<file path="config.mk">
export PLATFORM = sky130hd
export DESIGN_NAME = touch_coordinate_filter
export DESIGN_NICKNAME = d
export VERILOG_FILES = /design/src/sv/tcf_pkg.sv /design/src/sv/tcf_div.sv /design/src/sv/tcf_ctrl.sv /design/src/sv/tcf_datapath.sv /design/src/sv/touch_coordinate_filter.sv
export SDC_FILE = /design/constraint.sdc
export NUM_CORES = 2
export LEC_CHECK = 0
export ABC_AREA = 1
export BUFFER_PORTS_ARGS = -buffer_cell sky130_fd_sc_hd__buf_2
export CAP_MARGIN = 20
export CELL_PAD_IN_SITES_DETAIL_PLACEMENT = 0
export CELL_PAD_IN_SITES_GLOBAL_PLACEMENT = 2
export CORE_ASPECT_RATIO = 0.9
export CORE_MARGIN = 2
export CORE_UTILIZATION = 25
export DETAILED_ROUTE_END_ITERATION = 10
export PLACE_DENSITY_LB_ADDON = 0.1
export SLEW_MARGIN = 20
export SYNTH_ARGS = -nofsm -noshare
export SYNTH_HDL_FRONTEND = slang
export SYNTH_HIERARCHICAL = 1
export SYNTH_SLANG_ARGS = --single-unit
export TNS_END_PERCENT = 50
</file>
<file path="constraint.sdc">
create_clock -name clk -period 17.3 [get_ports clk]
set_input_delay 4.325 -clock clk [delete_from_list [all_inputs] [get_ports clk]]
set_output_delay 4.325 -clock clk [all_outputs]
set_load 0.005 [all_outputs]
</file>
<file path="src/sv/tcf_pkg.sv">
package tcf_pkg;

  // fixed field widths
  localparam int SAMPLES_DEF = 5;
  localparam int BYTE_W      = 8;
  localparam int RAW_W       = 13;
  localparam int SUM_W       = 16;
  localparam int PIX_W       = 12;
  localparam int DIM_W       = 13;
  localparam int CFG_W       = 13;
  localparam int CFG_IDX_W   = 3;
  localparam int PROD_W      = RAW_W + PIX_W;
  localparam int MAX_DIM     = 4096;

  // stream widths
  localparam int IN_TDATA_W  = 24;
  localparam int IN_TUSER_W  = 2;
  localparam int OUT_TDATA_W = 24;
  localparam int OUT_TUSER_W = 1;

  // input item kinds
  typedef enum logic [1:0] {
    KIND_X   = 2'd0,
    KIND_Y   = 2'd1,
    KIND_PEN = 2'd2
  } kind_t;

  // configuration register indexes
  typedef enum logic [CFG_IDX_W-1:0] {
    REG_X_RAW_MIN    = 3'd0,
    REG_X_RAW_MAX    = 3'd1,
    REG_Y_RAW_MIN    = 3'd2,
    REG_Y_RAW_MAX    = 3'd3,
    REG_PANEL_WIDTH  = 3'd4,
    REG_PANEL_HEIGHT = 3'd5
  } reg_idx_t;

  // controller states
  typedef enum logic [3:0] {
    S_IDLE,
    S_MX_GO,
    S_MY_GO,
    S_PX_MUL,
    S_PX_GO,
    S_PX_WAIT,
    S_PY_MUL,
    S_PY_GO,
    S_PY_WAIT,
    S_EMIT,
    S_EMIT_UP
  } state_t;

  // what the shared divider works on
  typedef enum logic {
    SEL_MAP_X,
    SEL_MAP_Y
  } div_sel_t;

  // controller to datapath
  typedef struct packed {
    logic     take_x;
    logic     take_y;
    logic     clear_axes;
    logic     mean_x;
    logic     mean_y;
    logic     mul_x;
    logic     mul_y;
    logic     div_start;
    logic     div_cap;
    div_sel_t div_sel;
    logic     load_out;
    logic     touch;
  } cmd_t;

  // datapath to controller
  typedef struct packed {
    kind_t kind;
    logic  pen;
    logic  complete;
    logic  div_done;
    logic  out_free;
  } sts_t;

endpackage

</file>
<file path="src/sv/tcf_div.sv">
module tcf_div
  import tcf_pkg::*;
#(
  parameter int DVD_W = PROD_W,
  parameter int DVS_W = RAW_W
) (
  input  logic             clk,
  input  logic             rst_n,
  input  logic             start,
  input  logic [DVD_W-1:0] dividend,
  input  logic [DVS_W-1:0] divisor,
  output logic             busy,
  output logic             done,
  output logic [DVD_W-1:0] quotient
);

  localparam int CNT_W = $clog2(DVD_W + 1);

  logic [DVS_W-1:0] rem_r, rem_nxt;
  logic [DVD_W-1:0] quo_r, quo_nxt;
  logic [DVS_W-1:0] dvs_r;
  logic [CNT_W-1:0] cnt_r;
  logic             busy_r;
  logic             done_r;
  logic [DVS_W:0]   shifted;
  logic [DVS_W+1:0] diff;
  logic             fits;

  // one restoring step per cycle
  always_comb begin
    shifted = {rem_r, quo_r[DVD_W-1]};
    diff    = {1'b0, shifted} - {2'b00, dvs_r};
    fits    = ~diff[DVS_W+1];
    rem_nxt = fits ? diff[DVS_W-1:0] : shifted[DVS_W-1:0];
    quo_nxt = {quo_r[DVD_W-2:0], fits};
  end

  // control of the iteration
  always_ff @(posedge clk) begin
    if (!rst_n) begin
      busy_r <= 1'b0;
      done_r <= 1'b0;
      cnt_r  <= '0;
    end else begin
      done_r <= 1'b0;
      if (start) begin
        busy_r <= 1'b1;
        cnt_r  <= CNT_W'(DVD_W);
      end else if (busy_r) begin
        cnt_r <= cnt_r - CNT_W'(1);
        if (cnt_r == CNT_W'(1)) begin
          busy_r <= 1'b0;
          done_r <= 1'b1;
        end
      end
    end
  end

  // operand and partial result registers
  always_ff @(posedge clk) begin
    if (start) begin
      rem_r <= '0;
      quo_r <= dividend;
      dvs_r <= divisor;
    end else if (busy_r) begin
      rem_r <= rem_nxt;
      quo_r <= quo_nxt;
    end
  end

  assign busy     = busy_r;
  assign done     = done_r;
  assign quotient = quo_r;

endmodule

</file>
<file path="src/sv/tcf_ctrl.sv">
module tcf_ctrl
  import tcf_pkg::*;
(
  input  logic clk,
  input  logic rst_n,
  input  logic in_tvalid,
  output logic in_tready,
  input  sts_t sts,
  output cmd_t cmd
);

  state_t state_r, state_nxt;

  // state register
  always_ff @(posedge clk) begin
    if (!rst_n) begin
      state_r <= S_IDLE;
    end else begin
      state_r <= state_nxt;
    end
  end

  // next state
  always_comb begin
    state_nxt = state_r;
    unique case (state_r)
      S_IDLE: begin
        if (in_tvalid && sts.kind == KIND_PEN) begin
          if (!sts.pen) begin
            state_nxt = S_EMIT_UP;
          end else if (sts.complete) begin
            state_nxt = S_MX_GO;
          end
        end
      end
      S_MX_GO:   state_nxt = S_MY_GO;
      S_MY_GO:   state_nxt = S_PX_MUL;
      S_PX_MUL:  state_nxt = S_PX_GO;
      S_PX_GO:   state_nxt = S_PX_WAIT;
      S_PX_WAIT: if (sts.div_done) state_nxt = S_PY_MUL;
      S_PY_MUL:  state_nxt = S_PY_GO;
      S_PY_GO:   state_nxt = S_PY_WAIT;
      S_PY_WAIT: if (sts.div_done) state_nxt = S_EMIT;
      S_EMIT:    if (sts.out_free) state_nxt = S_IDLE;
      S_EMIT_UP: if (sts.out_free) state_nxt = S_IDLE;
      default:   state_nxt = S_IDLE;
    endcase
  end

  // outputs
  always_comb begin
    cmd         = '0;
    cmd.div_sel = SEL_MAP_X;
    in_tready   = 1'b0;
    unique case (state_r)
      S_IDLE: begin
        in_tready  = 1'b1;
        cmd.take_x = in_tvalid && sts.kind == KIND_X;
        cmd.take_y = in_tvalid && sts.kind == KIND_Y;
      end
      S_MX_GO: begin
        cmd.mean_x = 1'b1;
      end
      S_MY_GO: begin
        cmd.mean_y = 1'b1;
      end
      S_PX_MUL: begin
        cmd.mul_x = 1'b1;
      end
      S_PX_GO: begin
        cmd.div_sel   = SEL_MAP_X;
        cmd.div_start = 1'b1;
      end
      S_PX_WAIT: begin
        cmd.div_sel = SEL_MAP_X;
        cmd.div_cap = sts.div_done;
      end
      S_PY_MUL: begin
        cmd.mul_y = 1'b1;
      end
      S_PY_GO: begin
        cmd.div_sel   = SEL_MAP_Y;
        cmd.div_start = 1'b1;
      end
      S_PY_WAIT: begin
        cmd.div_sel = SEL_MAP_Y;
        cmd.div_cap = sts.div_done;
      end
      S_EMIT: begin
        cmd.load_out   = sts.out_free;
        cmd.clear_axes = sts.out_free;
        cmd.touch      = 1'b1;
      end
      S_EMIT_UP: begin
        cmd.load_out   = sts.out_free;
        cmd.clear_axes = sts.out_free;
      end
      default: begin
        cmd = '0;
      end
    endcase
  end

endmodule

</file>
<file path="src/sv/tcf_datapath.sv">
module tcf_datapath
  import tcf_pkg::*;
#(
  parameter int SAMPLES = SAMPLES_DEF
) (
  input  logic                   clk,
  input  logic                   rst_n,
  input  logic [IN_TDATA_W-1:0]  in_tdata,
  input  logic [IN_TUSER_W-1:0]  in_tuser,
  input  logic                   cfg_valid,
  input  logic [CFG_IDX_W-1:0]   cfg_index,
  input  logic [CFG_W-1:0]       cfg_data,
  output logic                   out_tvalid,
  input  logic                   out_tready,
  output logic [OUT_TDATA_W-1:0] out_tdata,
  output logic [OUT_TUSER_W-1:0] out_tuser,
  input  cmd_t                   cmd,
  output sts_t                   sts
);

  localparam int CNT_W = $clog2(SAMPLES + 1);

  // trimmed mean by reciprocal multiply: floor(t / d) = (t * ceil(2^sh / d)) >> sh
  localparam int MEAN_D   = SAMPLES - 2;
  localparam int REC_SH   = SUM_W + $clog2(MEAN_D);
  localparam int REC_W    = SUM_W + 1;
  localparam int MEAN_P_W = SUM_W + REC_W;
  localparam logic [REC_W-1:0] MEAN_REC = REC_W'(((1 << REC_SH) + MEAN_D - 1) / MEAN_D);

  // configuration
  logic [CFG_W-1:0] x_min_r, x_max_r, y_min_r, y_max_r, width_r, height_r;

  // per axis accumulators, axis 0 is x and axis 1 is y
  logic [SUM_W-1:0] sum_r [2];
  logic [RAW_W-1:0] lo_r  [2];
  logic [RAW_W-1:0] hi_r  [2];
  logic [CNT_W-1:0] cnt_r [2];
  logic [SUM_W-1:0] sum_nxt [2];
  logic [RAW_W-1:0] lo_nxt  [2];
  logic [RAW_W-1:0] hi_nxt  [2];
  logic [CNT_W-1:0] cnt_nxt [2];

  logic [BYTE_W-1:0] high_byte, low_byte;
  logic [RAW_W-1:0]  raw;
  logic              take [2];

  logic [SUM_W-1:0]    mean_x_r, mean_y_r;
  logic [SUM_W-1:0]    trim_x, trim_y;
  logic [SUM_W-1:0]    mean_trim;
  logic [MEAN_P_W-1:0] mean_prod;
  logic [SUM_W-1:0]    mean_q;
  logic [PROD_W-1:0]   prod_r;
  logic [PIX_W-1:0]    xpix_r, ypix_r;
  logic [PIX_W-1:0]    last_x, last_y;
  logic [RAW_W-1:0]    mul_diff;
  logic [PIX_W-1:0]    mul_last;

  logic [PROD_W-1:0] div_dvd;
  logic [RAW_W-1:0]  div_dvs;
  logic [PROD_W-1:0] div_quo;
  logic              div_busy, div_done;

  logic              out_valid_r;
  logic [PIX_W-1:0]  out_x_r, out_y_r;
  logic              out_touch_r;

  // last pixel index of a panel dimension
  function automatic logic [PIX_W-1:0] last_pixel(input logic [DIM_W-1:0] dim);
    logic [PIX_W-1:0] res;
    if (dim == '0) begin
      res = '0;
    end else if (dim > DIM_W'(MAX_DIM)) begin
      res = '1;
    end else begin
      res = PIX_W'(dim - DIM_W'(1));
    end
    return res;
  endfunction

  // clamp and pick the scaled value
  function automatic logic [PIX_W-1:0] map_pixel(
    input logic [SUM_W-1:0]  mean,
    input logic [CFG_W-1:0]  rmin,
    input logic [CFG_W-1:0]  rmax,
    input logic [PIX_W-1:0]  last,
    input logic [PROD_W-1:0] quo
  );
    logic [PIX_W-1:0] res;
    if (mean <= SUM_W'(rmin)) begin
      res = '0;
    end else if (mean >= SUM_W'(rmax)) begin
      res = last;
    end else begin
      res = quo[PIX_W-1:0];
    end
    return res;
  endfunction

  // input fields
  assign high_byte = in_tdata[BYTE_W-1:0];
  assign low_byte  = in_tdata[2*BYTE_W-1:BYTE_W];
  assign raw       = {high_byte, low_byte[BYTE_W-1:3]};
  assign take[0]   = cmd.take_x;
  assign take[1]   = cmd.take_y;

  // configuration writes
  always_ff @(posedge clk) begin
    if (!rst_n) begin
      x_min_r  <= CFG_W'(200);
      x_max_r  <= CFG_W'(3900);
      y_min_r  <= CFG_W'(200);
      y_max_r  <= CFG_W'(3900);
      width_r  <= CFG_W'(240);
      height_r <= CFG_W'(320);
    end else if (cfg_valid) begin
      unique case (cfg_index)
        REG_X_RAW_MIN:    x_min_r  <= cfg_data;
        REG_X_RAW_MAX:    x_max_r  <= cfg_data;
        REG_Y_RAW_MIN:    y_min_r  <= cfg_data;
        REG_Y_RAW_MAX:    y_max_r  <= cfg_data;
        REG_PANEL_WIDTH:  width_r  <= cfg_data;
        REG_PANEL_HEIGHT: height_r <= cfg_data;
        default: ;
      endcase
    end
  end

  // sample accumulation and clearing
  always_comb begin
    for (int a = 0; a < 2; a++) begin
      sum_nxt[a] = sum_r[a];
      lo_nxt[a]  = lo_r[a];
      hi_nxt[a]  = hi_r[a];
      cnt_nxt[a] = cnt_r[a];
      if (cmd.clear_axes) begin
        sum_nxt[a] = '0;
        lo_nxt[a]  = '1;
        hi_nxt[a]  = '0;
        cnt_nxt[a] = '0;
      end else if (take[a] && cnt_r[a] < CNT_W'(SAMPLES)) begin
        sum_nxt[a] = sum_r[a] + SUM_W'(raw);
        lo_nxt[a]  = (raw < lo_r[a]) ? raw : lo_r[a];
        hi_nxt[a]  = (raw > hi_r[a]) ? raw : hi_r[a];
        cnt_nxt[a] = cnt_r[a] + CNT_W'(1);
      end
    end
  end

  always_ff @(posedge clk) begin
    if (!rst_n) begin
      for (int a = 0; a < 2; a++) begin
        sum_r[a] <= '0;
        lo_r[a]  <= '1;
        hi_r[a]  <= '0;
        cnt_r[a] <= '0;
      end
    end else begin
      for (int a = 0; a < 2; a++) begin
        sum_r[a] <= sum_nxt[a];
        lo_r[a]  <= lo_nxt[a];
        hi_r[a]  <= hi_nxt[a];
        cnt_r[a] <= cnt_nxt[a];
      end
    end
  end

  // trimmed sums and panel limits
  assign trim_x = sum_r[0] - SUM_W'(lo_r[0]) - SUM_W'(hi_r[0]);
  assign trim_y = sum_r[1] - SUM_W'(lo_r[1]) - SUM_W'(hi_r[1]);
  assign last_x = last_pixel(width_r);
  assign last_y = last_pixel(height_r);

  // shared mean multiplier, one axis per cycle
  assign mean_trim = cmd.mean_y ? trim_y : trim_x;
  assign mean_prod = MEAN_P_W'(mean_trim) * MEAN_P_W'(MEAN_REC);
  assign mean_q    = SUM_W'(mean_prod >> REC_SH);

  always_ff @(posedge clk) begin
    if (cmd.mean_x) begin
      mean_x_r <= mean_q;
    end
    if (cmd.mean_y) begin
      mean_y_r <= mean_q;
    end
  end

  // shared multiplier, offset from raw_min times last pixel
  assign mul_diff = cmd.mul_x ? (mean_x_r[RAW_W-1:0] - x_min_r)
                              : (mean_y_r[RAW_W-1:0] - y_min_r);
  assign mul_last = cmd.mul_x ? last_x : last_y;

  always_ff @(posedge clk) begin
    if (cmd.mul_x || cmd.mul_y) begin
      prod_r <= PROD_W'(mul_diff) * PROD_W'(mul_last);
    end
  end

  // divider operands
  always_comb begin
    case (cmd.div_sel)
      SEL_MAP_X: begin
        div_dvd = prod_r;
        div_dvs = x_max_r - x_min_r;
      end
      default: begin
        div_dvd = prod_r;
        div_dvs = y_max_r - y_min_r;
      end
    endcase
  end

  tcf_div #(
    .DVD_W (PROD_W),
    .DVS_W (RAW_W)
  ) u_div (
    .clk      (clk),
    .rst_n    (rst_n),
    .start    (cmd.div_start),
    .dividend (div_dvd),
    .divisor  (div_dvs),
    .busy     (div_busy),
    .done     (div_done),
    .quotient (div_quo)
  );

  // quotient capture
  always_ff @(posedge clk) begin
    if (cmd.div_cap) begin
      case (cmd.div_sel)
        SEL_MAP_X: xpix_r <= map_pixel(mean_x_r, x_min_r, x_max_r, last_x, div_quo);
        default:   ypix_r <= map_pixel(mean_y_r, y_min_r, y_max_r, last_y, div_quo);
      endcase
    end
  end

  // output register
  always_ff @(posedge clk) begin
    if (!rst_n) begin
      out_valid_r <= 1'b0;
    end else if (cmd.load_out) begin
      out_valid_r <= 1'b1;
    end else if (out_tready) begin
      out_valid_r <= 1'b0;
    end
  end

  always_ff @(posedge clk) begin
    if (cmd.load_out) begin
      out_x_r     <= cmd.touch ? xpix_r : '0;
      out_y_r     <= cmd.touch ? ypix_r : '0;
      out_touch_r <= cmd.touch;
    end
  end

  assign out_tvalid = out_valid_r;
  assign out_tdata  = {out_y_r, out_x_r};
  assign out_tuser  = out_touch_r;

  // status to controller
  assign sts.kind     = kind_t'(in_tuser);
  assign sts.pen      = in_tdata[2*BYTE_W];
  assign sts.complete = (cnt_r[0] == CNT_W'(SAMPLES)) && (cnt_r[1] == CNT_W'(SAMPLES));
  assign sts.div_done = div_done;
  assign sts.out_free = !out_valid_r || out_tready;

  // checks
  a_cnt_bound: assert property (@(posedge clk) disable iff (!rst_n)
    (cnt_r[0] <= CNT_W'(SAMPLES)) && (cnt_r[1] <= CNT_W'(SAMPLES)))
    else $error("axis sample count past limit");

  a_min_max: assert property (@(posedge clk) disable iff (!rst_n)
    ((cnt_r[0] == '0) || (lo_r[0] <= hi_r[0])) &&
    ((cnt_r[1] == '0) || (lo_r[1] <= hi_r[1])))
    else $error("axis minimum above maximum");

  a_no_overwrite: assert property (@(posedge clk) disable iff (!rst_n)
    cmd.load_out |-> (!out_valid_r || out_tready))
    else $error("result register overwritten");

  a_cap_done: assert property (@(posedge clk) disable iff (!rst_n)
    cmd.div_cap |-> (div_done && !div_busy))
    else $error("quotient taken before divide finished");

  a_start_idle: assert property (@(posedge clk) disable iff (!rst_n)
    cmd.div_start |=> div_busy)
    else $error("divide start lost");

endmodule

</file>
<file path="src/sv/touch_coordinate_filter.sv">
// sample requests give no result; a new request is taken the next cycle
// a pen-up check goes through S_EMIT_UP, which loads its result once the output register is free
// a pen-down check with both axes full: one reciprocal multiply per trimmed mean, then
// per axis a multiply and a restoring divide (25 steps), then the result is loaded
// the output register holds a result while sample requests keep being taken
// rst_n is synchronous: registers back to reset values, axes cleared, no pending result
module touch_coordinate_filter
  import tcf_pkg::*;
#(
  parameter int SAMPLES = SAMPLES_DEF
) (
  input  logic                   clk,
  input  logic                   rst_n,
  // in_tdata: high_byte [7:0], low_byte [15:8], pen_down [16], zero fill
  input  logic [IN_TDATA_W-1:0]  in_tdata,
  // in_tuser: kind [1:0]
  input  logic [IN_TUSER_W-1:0]  in_tuser,
  input  logic                   in_tvalid,
  output logic                   in_tready,
  // out_tdata: x_pixel [11:0], y_pixel [23:12]
  output logic [OUT_TDATA_W-1:0] out_tdata,
  // out_tuser: touch_valid [0]
  output logic [OUT_TUSER_W-1:0] out_tuser,
  output logic                   out_tvalid,
  input  logic                   out_tready,
  input  logic                   cfg_valid,
  output logic                   cfg_ready,
  input  logic [CFG_IDX_W-1:0]   cfg_index,
  input  logic [CFG_W-1:0]       cfg_data
);

  cmd_t cmd;
  sts_t sts;

  // configuration is always taken
  assign cfg_ready = 1'b1;

  tcf_ctrl u_ctrl (
    .clk       (clk),
    .rst_n     (rst_n),
    .in_tvalid (in_tvalid),
    .in_tready (in_tready),
    .sts       (sts),
    .cmd       (cmd)
  );

  tcf_datapath #(
    .SAMPLES (SAMPLES)
  ) u_dp (
    .clk        (clk),
    .rst_n      (rst_n),
    .in_tdata   (in_tdata),
    .in_tuser   (in_tuser),
    .cfg_valid  (cfg_valid),
    .cfg_index  (cfg_index),
    .cfg_data   (cfg_data),
    .out_tvalid (out_tvalid),
    .out_tready (out_tready),
    .out_tdata  (out_tdata),
    .out_tuser  (out_tuser),
    .cmd        (cmd),
    .sts        (sts)
  );

endmodule

</file>
==> results.sh <==
export IMPL_setup_worst_path_start_class="register"
export IMPL_die_h_um=349.4
export IMPL_ff2ff_path_depth=29
export IMPL_synth_area_per_cell_sq_um=7.486
export IMPL_cp_required_ps=17620
export IMPL_cts_root_buffer="clkbuf_16"
export IMPL_num_rows=126
export IMPL_drtIter0Drc=1317
export IMPL_start_util=0.2523
export IMPL_grt_max_degree=60
export IMPL_first_pass_iters=5
export IMPL_syn_area_sq_um=33140
export IMPL_cts_resized=0
export IMPL_setup_viol=0
export IMPL_period_share=0.4545
export IMPL_yosys_register_bits=335
export IMPL_layout_commonest_cell="nand2_1"
export IMPL_hold_path_end="u_dp/lo_r[0][16]"
export IMPL_ys_warn_count=6
export IMPL_synth_edf_count=142
export IMPL_clock_fmax_ghz=0.1272
export IMPL_diodes=0
export IMPL_postLayoutCellArea_sq_um=36940
export IMPL_clock_path_buffers=3
export IMPL_r2r_end="u_dp/mean_x_r[8]"
export IMPL_r2r_setup_slack_ps=9440
export IMPL_hold_violations=0
export IMPL_drtAntennaViolNets=0
export IMPL_drt_wl_total_um=116400
export IMPL_async_flop_share=0
export IMPL_wl_per_cell_um=18.66
export IMPL_netlist_top_cells_area="ha_1 15%, fa_1 14%, edfxtp_1 13%, dfxtp_1 12%, nand2_1 11%"
export IMPL_postCtsSetupRepairBufs=0
export IMPL_fin_crit_ps=7863
export IMPL_synth_cells=4427
export IMPL_max_slew_worst_pin_slew_ps=997.6
export IMPL_worstHoldPathCells=2
export IMPL_route_detailed_drc=0
export IMPL_final_setup_tns_ps=0
export IMPL_core_area_sq_um=131300
export IMPL_relSlewSlack=0.3349
export IMPL_max_stage_delay_ps=570
export IMPL_via_per_inst=4.479
export IMPL_status="completed"
export IMPL_vias=27940
export IMPL_antenna_found_initial=1
export IMPL_yosysTopAreaCellShare=0.1484
export IMPL_drive_gt1_frac=0.06075
export IMPL_final_cell_mix="957 x nand2_1, 811 x inv_1, 400 x nor2_1, 393 x ha_1, 327 x a21oi_1"
export IMPL_critical_path_class="register to register"
export IMPL_grt_overflow=0
export IMPL_hold_class="register to register"
export IMPL_critPathMaxFanout=5
export IMPL_fin_skew_ps=22.31
export IMPL_maxCapViolCount=0
export IMPL_holdBufCountCts=0
export IMPL_ys_types=58
export IMPL_arrival_ps=8190
export IMPL_grt_use_total=0.1723
export IMPL_clk_latency_ps=620
export IMPL_yosysTopAreaCell="ha_1"
export IMPL_crit_start="u_dp/hi_r[0][10]"
export IMPL_n_fill_cell=14470
export IMPL_htreeDepth=2
export IMPL_syn_to_final_growth_pct=11.47
export IMPL_grt_pass1_vias=28940
export IMPL_fin_nets=5139
export IMPL_slowest_stage="fa_1"
export IMPL_cts_buffers=46
export IMPL_grt_pass1_wl_um=179200
export IMPL_path_clk_slew_ps=60
export IMPL_synth_ff_type="dfxtp_1"
export IMPL_rsz0062_at_grt="no"
export IMPL_synthesis_nets=5092
export IMPL_fp_dieArea_sq_um=135500
export IMPL_io_buffer_count=63
export IMPL_slew_violations=0
export IMPL_worstHoldStart="u_dp/lo_r[0][16]"
export IMPL_synth_seq_area_share=0.2453
export IMPL_dpl_cell_area_sq_um=35390
export IMPL_gp_congestion=0.8124
export IMPL_post_dp_hpwl_um=96070
export IMPL_pin_count=75
export IMPL_die_w_um=387.8
export IMPL_worst_r2r_startpoint="u_dp/hi_r[0][10]"
export IMPL_cts_tree="yes"
export IMPL_end_kind="register"
export IMPL_cts_num_sinks=335
==> worst max-delay path: cells and delay by family (launching register included) <==
| kind | cells | cell delay (ps) |
|---|---|---|
| AND/OR/NAND/NOR | 7 | 1010 |
| AO/OA/AOI/OAI | 6 | 1650 |
| flip-flops | 1 | 300 |
| adder cells (fa/ha/maj) | 9 | 3880 |
| buffers and inverters | 7 | 730 |
==> metrics by stage <==
stage | worst slack (ps) | hold slack [ps] | std cells | util
final | 9437 | 448.7 | 6238 | 0.2813
after global routing | 8915 | 466.9 | 6238 | 0.2813
after CTS | 9299 | 454.8 | 6238 | 0.2811
after detailed placement | 9335 | 440.2 | 6154 | 0.2695
after global placement | 9336 | 440.8 | 6153 | 0.2694
after floorplan | 10640 | 425.8 | 4427 | -
==> Yosys cell counts (15+ instances only) <==
| cell type | instances |
|---|---|
| nand2_1 | 957 |
| inv_1 | 812 |
| nor2_1 | 407 |
| ha_1 | 393 |
| a21oi_1 | 327 |
| nand3_1 | 235 |
| fa_1 | 225 |
| o21ai_0 | 203 |
| dfxtp_1 | 193 |
| edfxtp_1 | 142 |
| nand4_1 | 49 |
| xor2_1 | 44 |
| clkbuf_1 | 43 |
| nor3_1 | 39 |
| o211ai_1 | 29 |
| inv_2 | 27 |
| a21o_1 | 23 |
| buf_2 | 23 |
| xnor2_1 | 23 |
| or2_2 | 21 |
| o21bai_1 | 20 |
| nand2_2 | 19 |
| a31oi_1 | 15 |
| nand3b_1 | 15 |
| o21ai_1 | 15 |
==> registers in the layout (all words and copies together), names as in the netlist, 13 cells and up <==
signal and flops:
u_dp/sum_r 32, u_dp/hi_r 26, u_dp/lo_r 26, u_dp/div_dvd 25, u_dp/u_div/quotient 25, u_dp/mean_x_r 15, u_dp/mean_y_r 15, u_dp/height_r 13
u_dp/u_div/dvs_r 13, u_dp/u_div/rem_r 13, u_dp/width_r 13, u_dp/x_max_r 13, u_dp/x_min_r 13, u_dp/y_max_r 13, u_dp/y_min_r 13
==> logic make-up (layout without fill, tap and decap cells) <==
logic type,count (synthesis),in the layout,share of synthesized area
fa+ha+maj,618,618,0.2843
buf+inv,932,1015,0.1091
simple gates,1787,1787,0.2277
compound gates,685,685,0.1152
xor+xnor,67,67,0.01771
flops,335,335,0.2453
mux,2,2,0.0006041
other cells,1,1,0.0001132
==> metal layers <==
layer / track usage / vias up / share of wire
met4: 0.03085 / 0 / 0.015
met1: 0.2364 / 13210 / 0.49
met2: 0.2955 / 327 / 0.47
met3: 0.01681 / 93 / 0.026
li1: - / 14310 / -
met5: 0 / - / 0
==> layout make-up <==
| class | count | area, sq um | area share |
|---|---|---|---|
| clock buffers | 65 | 1316 | 0.03563 |
| multi-input cells | 3160 | 21450 | 0.5806 |
| well taps | 1728 | 2162 | 0.05853 |
| flip-flops and latches | 335 | 8128 | 0.2200 |
| inverters | 844 | 3169 | 0.08579 |
| clock inverters | 19 | 217.7 | 0.005894 |
| repair buffers | 87 | 499.2 | 0.01351 |
==> worst max-delay path by stage <==
stage	slack [ps]	endpoint
6_report	9440	u_dp/mean_x_r[8]
4_1_cts	9300	u_dp/mean_x_r[5]
5_1_grt	8920	u_dp/mean_y_r[12]
3_3_place_gp	9340	u_dp/mean_x_r[5]
3_5_place_dp	9340	u_dp/mean_x_r[5]
2_1_floorplan	10640	u_dp/cnt_r[0][0]
Power is left out: the tool's default activity adds up to more than one toggle a clock period on the data nets, which glitch-free logic cannot reach.
